$ cat src/pws_pkg.sv
// Package: shared constants and register indexes of the pulse-wave shaper.
`timescale 1ns / 1ps
`default_nettype none
package pws_pkg;

  localparam int unsigned DUTY_W   = 7;
  localparam int unsigned SAMPLE_W = 22;
  localparam int unsigned CFG_IDX_W = 2;

  localparam logic [CFG_IDX_W-1:0] REG_DUTY_PERCENT = 2'd0;
  localparam logic [CFG_IDX_W-1:0] REG_OFFSET_FREE  = 2'd1;
  localparam logic [CFG_IDX_W-1:0] REG_SMOOTH_EDGES = 2'd2;

  localparam logic [DUTY_W-1:0] DUTY_RESET = 7'd50;
  localparam logic [DUTY_W-1:0] DUTY_MIN   = 7'd1;
  localparam logic [DUTY_W-1:0] DUTY_MAX   = 7'd99;
  localparam logic [DUTY_W-1:0] DUTY_HALF  = 7'd50;
  localparam logic [DUTY_W-1:0] PERCENT    = 7'd100;

  localparam logic [31:0] SAMPLE_POS_MAX = 32'd2097151;
  localparam logic [31:0] SAMPLE_NEG_MAG = 32'd2097152;

  localparam int unsigned LEVEL_NUM = 2500;

endpackage
`default_nettype wire

$ cat src/pulse_wave_shaper_unit.sv
// Top level: pipelined pulse-wave shaper with level divider and config registers.
//
//  channel | direction | handshake              | payload
//  --------+-----------+------------------------+--------------------------
//  in      | in        | in_valid_i / in_stall_o | phase_i [PHASE_BITS]
//  out     | out       | out_valid_o/out_stall_i | sample_o [22] signed
//  cfg     | in        | cfg_valid_i/cfg_ready_o | cfg_index_i, cfg_data_i
//
//  One phase enters per cycle while in_stall_o is low (divider idle, pipeline
//  not stalled); the depth is set by the one-bit-per-stage division that forms the smoothstep argument.
//  After reset and after each config transaction the level divider computes
//  both levels in turn, and in_stall_o is high while it runs.
//  Every stage holds while the stage after it is full and stalled.
`timescale 1ns / 1ps
`default_nettype none
module pulse_wave_shaper_unit
  import pws_pkg::*;
#(
  parameter int unsigned PHASE_BITS = 16,
  parameter int unsigned FRAC_BITS  = 16
) (
  input  wire logic                  clk_i,
  input  wire logic                  rst_ni,
  input  wire logic                  in_valid_i,
  output logic                       in_stall_o,
  input  wire logic [PHASE_BITS-1:0] phase_i,
  output logic                       out_valid_o,
  input  wire logic                  out_stall_i,
  output logic [SAMPLE_W-1:0]        sample_o,
  input  wire logic                  cfg_valid_i,
  output logic                       cfg_ready_o,
  input  wire logic [CFG_IDX_W-1:0]  cfg_index_i,
  input  wire logic [DUTY_W-1:0]     cfg_data_i
);

  localparam int unsigned PB   = PHASE_BITS;
  localparam int unsigned F    = FRAC_BITS;
  localparam int unsigned NW   = PB + 9;
  localparam int unsigned RW   = F + 9;
  localparam int unsigned NDIV = F + 1;
  localparam int unsigned LW   = F + 5;
  localparam int unsigned SQ   = NDIV + 1;
  localparam int unsigned SS   = NDIV + 2;
  localparam int unsigned SM   = NDIV + 3;
  localparam int unsigned SO   = NDIV + 4;
  localparam int unsigned NS   = NDIV + 5;
  localparam int unsigned DW   = 14;
  localparam int unsigned NUMW = F + 13;
  localparam int unsigned CW   = $clog2(NUMW + 1);
  localparam logic [LW-1:0]  ONE_L     = LW'(1) << F;
  localparam logic [F+2:0]   THREE_ONE = (F + 3)'(3) << F;
  localparam logic [NUMW-1:0] LVL_NUM  = NUMW'(LEVEL_NUM) << F;

  typedef enum logic [1:0] {ST_IDLE, ST_LOAD, ST_DIV} lvl_state_e;

  // configuration
  logic [DUTY_W-1:0] duty_q;
  logic              offset_free_q, smooth_q;
  logic              cfg_we;
  logic [DUTY_W-1:0] p, q;

  assign cfg_ready_o = 1'b1;
  assign cfg_we      = cfg_valid_i & cfg_ready_o;

  always_ff @(posedge clk_i or negedge rst_ni) begin
    if (!rst_ni) begin
      duty_q        <= DUTY_RESET;
      offset_free_q <= 1'b1;
      smooth_q      <= 1'b0;
    end else if (cfg_we) begin
      case (cfg_index_i)
        REG_DUTY_PERCENT: duty_q        <= cfg_data_i;
        REG_OFFSET_FREE:  offset_free_q <= cfg_data_i[0];
        REG_SMOOTH_EDGES: smooth_q      <= cfg_data_i[0];
        default: ;
      endcase
    end
  end

  always_comb begin
    p = duty_q;
    if (duty_q < DUTY_MIN) p = DUTY_MIN;
    if (duty_q > DUTY_MAX) p = DUTY_MAX;
    q = PERCENT - p;
  end

  // level divider: round(2500 * 2^F / den) for both levels
  lvl_state_e     state_q;
  logic           sel_q;
  logic [NUMW-1:0] num_q;
  logic [DW-1:0]  rem_lv_q, den_q, den;
  logic [CW-1:0]  cnt_q;
  logic [LW-1:0]  quo_q, amag_q, bmag_q, quo_next;
  logic [DW:0]    rem_sh;
  logic           lv_cmp;

  always_comb begin
    if (p < DUTY_HALF) begin
      den = sel_q ? DW'(q) * DW'(q) : DW'(p) * DW'(q);
    end else begin
      den = sel_q ? DW'(p) * DW'(q) : DW'(p) * DW'(p);
    end
    rem_sh   = {rem_lv_q, num_q[NUMW-1]};
    lv_cmp   = rem_sh >= {1'b0, den_q};
    quo_next = {quo_q[LW-2:0], lv_cmp};
  end

  always_ff @(posedge clk_i or negedge rst_ni) begin
    if (!rst_ni) begin
      state_q <= ST_LOAD;
      sel_q   <= 1'b0;
      cnt_q   <= '0;
    end else if (cfg_we) begin
      state_q <= ST_LOAD;
      sel_q   <= 1'b0;
    end else begin
      case (state_q)
        ST_LOAD: begin
          num_q    <= LVL_NUM + NUMW'(den >> 1);
          den_q    <= den;
          rem_lv_q <= '0;
          quo_q    <= '0;
          cnt_q    <= '0;
          state_q  <= ST_DIV;
        end
        ST_DIV: begin
          rem_lv_q <= lv_cmp ? DW'(rem_sh - {1'b0, den_q}) : DW'(rem_sh);
          quo_q    <= quo_next;
          num_q    <= num_q << 1;
          cnt_q    <= cnt_q + 1'b1;
          if (cnt_q == CW'(NUMW - 1)) begin
            if (!sel_q) begin
              amag_q  <= quo_next;
              sel_q   <= 1'b1;
              state_q <= ST_LOAD;
            end else begin
              bmag_q  <= quo_next;
              state_q <= ST_IDLE;
            end
          end
        end
        default: state_q <= ST_IDLE;
      endcase
    end
  end

  // pipeline control
  logic [NS-1:0] v_q, en;
  logic          busy, in_take;

  assign busy = (state_q != ST_IDLE);

  always_comb begin
    en[NS-1] = !v_q[NS-1] || !out_stall_i;
    for (int k = NS - 2; k >= 0; k--) begin
      en[k] = !v_q[k] || en[k+1];
    end
  end

  assign in_take    = in_valid_i && !busy;
  assign in_stall_o = busy || !en[0];

  always_ff @(posedge clk_i or negedge rst_ni) begin
    if (!rst_ni) begin
      v_q <= '0;
    end else begin
      if (en[0]) v_q[0] <= in_take;
      for (int k = 1; k < NS; k++) begin
        if (en[k]) v_q[k] <= v_q[k-1];
      end
    end
  end

  // stage 0: segment select and scaled numerator
  logic [NW-1:0]   xw, pn, x100, x200, num;
  logic [NW+F-1:0] sh;
  logic [RW-1:0]   r;
  logic            hi;

  always_comb begin
    xw   = NW'(phase_i);
    pn   = NW'(p) << PB;
    x100 = xw * NW'(100);
    x200 = xw * NW'(200);
    hi   = x100 < pn;
    if (hi) begin
      num = (x200 < pn) ? x200 : (pn << 1) - x200;
    end else if (x200 < ((NW'(PERCENT) + NW'(p)) << PB)) begin
      num = x200 - (pn << 1);
    end else begin
      num = ((NW'(1) << PB) - xw) * NW'(200);
    end
    sh = {num, {F{1'b0}}} >> PB;
    r  = sh[RW-1:0];
  end

  logic [DUTY_W-1:0] rem_q [NDIV+1];
  logic [F:0]        rlo_q [NDIV+1];
  logic [F:0]        qt_q  [NDIV+1];
  logic              hi_q  [NDIV+1];

  always_ff @(posedge clk_i) begin
    if (en[0]) begin
      rem_q[0] <= r[F+7:F+1];
      rlo_q[0] <= r[F:0];
      qt_q[0]  <= '0;
      hi_q[0]  <= hi;
    end
  end

  // stages 1..NDIV: one quotient bit each
  for (genvar j = 1; j <= NDIV; j++) begin : g_div
    logic [DUTY_W:0]   trial;
    logic [DUTY_W-1:0] d;
    logic              take;
    assign d     = hi_q[j-1] ? p : q;
    assign trial = {rem_q[j-1], rlo_q[j-1][NDIV-j]};
    assign take  = trial >= {1'b0, d};
    always_ff @(posedge clk_i) begin
      if (en[j]) begin
        rem_q[j] <= take ? DUTY_W'(trial - {1'b0, d}) : DUTY_W'(trial);
        rlo_q[j] <= rlo_q[j-1];
        qt_q[j]  <= {qt_q[j-1][F-1:0], take};
        hi_q[j]  <= hi_q[j-1];
      end
    end
  end

  // smoothstep and level
  logic [F:0]     t_q, t2_q, s_q;
  logic           hi_sq_q, hi_ss_q, neg_q;
  logic [2*F+1:0] tt;
  logic [F+2:0]   w;
  logic [2*F+3:0] sp;
  logic [LW-1:0]  lvl, mag_q;
  logic [2*F+5:0] mp;

  assign tt  = (2 * F + 2)'(qt_q[NDIV]) * (2 * F + 2)'(qt_q[NDIV]);
  assign w   = THREE_ONE - (F + 3)'({t_q, 1'b0});
  assign sp  = (2 * F + 4)'(t2_q) * (2 * F + 4)'(w);
  assign lvl = !offset_free_q ? ONE_L : (hi_ss_q ? amag_q : bmag_q);
  assign mp  = (2 * F + 6)'(lvl) * (2 * F + 6)'(s_q);

  always_ff @(posedge clk_i) begin
    if (en[SQ]) begin
      t_q     <= qt_q[NDIV];
      t2_q    <= tt[2*F:F];
      hi_sq_q <= hi_q[NDIV];
    end
    if (en[SS]) begin
      s_q     <= sp[2*F:F];
      hi_ss_q <= hi_sq_q;
    end
    if (en[SM]) begin
      mag_q <= smooth_q ? mp[2*F+4:F] : lvl;
      neg_q <= !hi_ss_q;
    end
  end

  // saturate to the output range
  logic [31:0]         magx;
  logic [SAMPLE_W-1:0] sample_d, sample_q;

  always_comb begin
    magx = 32'(mag_q);
    if (neg_q) begin
      sample_d = (magx > SAMPLE_NEG_MAG) ? SAMPLE_W'(0 - SAMPLE_NEG_MAG)
                                          : SAMPLE_W'(0 - magx);
    end else begin
      sample_d = (magx > SAMPLE_POS_MAX) ? SAMPLE_W'(SAMPLE_POS_MAX)
                                          : SAMPLE_W'(magx);
    end
  end

  always_ff @(posedge clk_i) begin
    if (en[SO]) sample_q <= sample_d;
  end

  assign out_valid_o = v_q[NS-1];
  assign sample_o    = sample_q;

endmodule
`default_nettype wire

$ cat config.mk
export PLATFORM = sky130hd
export DESIGN_NAME = pulse_wave_shaper_unit
export DESIGN_NICKNAME = d
export VERILOG_FILES = /design/src/pws_pkg.sv /design/src/pulse_wave_shaper_unit.sv
export SDC_FILE = /design/constraint.sdc
export NUM_CORES = 2
export LEC_CHECK = 0
export BUFFER_PORTS_ARGS = -buffer_cell sky130_fd_sc_hd__buf_2
export CORE_MARGIN = 3
export CORE_UTILIZATION = 45
export CTS_CLUSTER_DIAMETER = 50
export DETAILED_ROUTE_END_ITERATION = 16
export SLEW_MARGIN = 20
export SYNTH_ARGS = -nofsm -noshare
export SYNTH_HDL_FRONTEND = slang
export SYNTH_SLANG_ARGS = --single-unit
export TNS_END_PERCENT = 30
$ cat constraint.sdc
create_clock -name clk_i -period 8.9 [get_ports clk_i]
set_clock_uncertainty 0.05 [all_clocks]
set_input_delay 0.445 -clock clk_i [delete_from_list [all_inputs] [get_ports clk_i]]
set_output_delay 0.445 -clock clk_i [all_outputs]
set_load 0.005 [all_outputs]
==> impl_metrics.toml <==
[synthesis]
ys_ff_latch = 650
async_flop_share_pct = 6.000
netlist.area_leader.share_pct = 27.90
synthTopCellsByArea = "edfxtp_1, fa_1, ha_1"
ys_types = 93
synth-edff-count = 611
synth_top_family_by_area = "adder cells"
syn_area_per_cell_sq_um = 10.21
synth-compound-area-share_pct = 6.608
synthAdderAreaFrac_pct = 37.04
synth_mux_area_share_pct = 2.367
synth_cells = 6440
synth_top_area_cell = "edfxtp_1"
synth_xor_xnor_area_share_pct = 3.583
yosysWarnings = 0
synth_top_flop_cell = "edfxtp_1"
yosysSeqAreaShare_pct = 29.39
synth_area_sq_mm = 0.06576
synth-simple-area-share_pct = 12.46

[routing]
dr.pass1.iters = 7
vias = 43080
vias_per_cell = 5.129
ant_nets = 0
wl_per_cell_um = 17.29
wl_um = 145300
drt-initial-drc-count = 2407
drc = 0

[clock_tree]
cts_root_buf = "clkbuf_16"
cts_tree = "yes"
cts_sinks = 650
cts_setup_buffers = 0
clk_path_buf_depth = 3
cts_made_buffers = 82
htree_num_levels = 3
cts.clk_slew.worst_paths_ps = 60
clock_latency_ps = 670

[timing]
post-route-period-util_pct = 92.22
rsz0062_at_grt = "false"
final.min_clock_period_ps = 8208
relSlewSlack_pct = 29.60
slew_violations = 0
tightest_slew_ps = 1056
worst_slack_ps = 692.4
hold_viol = 0
fmax_mhz = 121.8
fin_setup_tns_ps = 0
setup_viol_count_final = 0

[floorplan]
placeableCoreArea_sq_mm = 0.1444
die_w_um = 388.3
pin_count = 55
die_h_um = 388.3
initial_core_util_pct = 45.56
rows = 139
floorplan.die_area_sq_mm = 0.1508

[grt]
grt_pass1_wl_um = 240900
first_global_vias = 45930
grt-ovfl-total = 0
antenna_found_initial = 1
grt_max_degree = 74
grt_use_total_pct = 19.87

[outcome]
status = "finished clean"

[setup_path]
cp.arrival_ps = 8530
end_kind = "flip-flop"
startpoint_type = "flip-flop"
worst-endpoint-required_ps = 9220
worst-path-buf-inv = 5
crit_fanout = 16
critPathSlowestCell = "fa_1"
path_class = "flip-flop to flip-flop"
worstSetupStartpoint = "t_q[4]"
reg2reg_from = "t_q[4]"
cpPeakStageDelay_ps = 540
cpLargestDelayFamily = "adder cells"
crit_top_cell = "fa_1"

[place]
post_dp_cell_area_sq_mm = 0.06818
place.gp.congestion = 0.8717
dp_hpwl_um = 110900
place_ws_ps = 763.7
io_buffers = 53

[layout]
layout-drive-gt1-share_pct = 5.911
mostFrequentLayoutCells = "inv_1, fa_1, nand2_1, ha_1, edfxtp_1"
nets = 7928
area_growth_pct = 7.976
final_area_sq_mm = 0.07101
layout_commonest_cell = "inv_1"

[worst_hold_path]
hold_start = "cfg_data_i[0]"
holdCritPathClass = "primary input to flip-flop"

[flow_run]
cap_violations = 0
==> synthesized netlist by cell type, drive strengths merged, types with 6 or more instances <==
master,count
a211oi,33
nor2b,77
nor3b,8
edfxtp,611
nor3,49
a21oi,211
ha,673
xnor2,200
o311ai,7
xor2,66
fa,796
a21o,105
inv,1233
o21ai,180
mux2i,97
nand3b,7
o31ai,19
o21a,18
mux2,52
and3,28
o211ai,10
o31a,6
clkbuf,212
or3,19
or2,19
or4,11
dfrtp,34
o41ai,6
nor2,307
nand2b,42
nor4,10
a31oi,18
and4,7
and2,319
nand4,29
nand3,58
buf,34
nand2,733
a21boi,6
o21bai,23
==> sequential cells by signal, summed over array words and instances (netlist names), 2 cells and up <==
name / flops
amag_q: 21
bmag_q: 21
cnt_q: 5
den_q: 14
duty_q: 7
hi_q: 18
mag_q: 21
num_q: 29
qt_q: 153
quo_q: 20
rem_lv_q: 14
rem_q: 119
rlo_q: 105
s_q: 17
sample_o: 22
state_q: 2
t2_q: 17
t_q: 17
v_q: 22
==> layout make-up <==
class                      count  area, sq um
fill                       13260        73340
multi-input combinational   4310        40880
sequential                   650        19330
inverter                    1235         4637
tap                         1903         2381
clock buffer                  96         2135
timing repair buffer         150         1003
clock inverter                55        635.6
antenna                        1        2.502
==> worst register-to-register path, delay by kind of cell (launching register included) <==
kind,cells,cell delay [ps]
compound gates,6,1530
xor+xnor,2,240
fa+ha+maj,7,3260
simple gates,9,2020
buf+inv,5,400
flops,1,430
==> what timing repair did <==
item,in CTS,in global routing
hold buffers,4,0
endpoints found under the hold margin,17,0
gates resized for setup,0,0
==> routing by layer <==
metal  vias up  GRT usage [%]  routed length (um)
li1      20620              -                   -
met1     21470          25.30               62190
met2       763          35.47               73440
met3       236          2.148                5116
met4         0          6.162                4505
met5         -              0                   0
==> per-stage QoR <==
stage / hold WS (ps) / cells / utilization (%)
finish: 54.27 / 8400 / 49.19
global route: 33.33 / 8399 / 49.19
global placement: 350.2 / 8244 / 47.23
floorplan: 99.41 / 6441 / -
CTS: 6.410 / 8399 / 49.18
detailed placement: 354.5 / 8244 / 47.23
==> final timing paths <==
| kind | end | slack (ps) | cells past startpoint |
|---|---|---|---|
| min in group asynchronous | state_q[1] | 310 | 3 |
| min reg2reg | rlo_q[1][10] | 350 | 0 |
| min | smooth_q | 50 | 2 |
| max | s_q[16] | 690 | 29 |
| max in group asynchronous | duty_q[5] | 7670 | 4 |
| max reg2reg | s_q[16] | 690 | 29 |
==> logic make-up after synthesis <==
| kind of cell | after synthesis |
|---|---|
| fa+ha+maj | 1469 |
| other cells | 2 |
| compound gates | 693 |
| simple gates | 1730 |
| flops | 650 |
| mux | 149 |
| buf+inv | 1481 |
| xor+xnor | 266 |
Power is left out: the tool's default activity adds up to more than one toggle a clock period on the data nets, which glitch-free logic cannot reach.
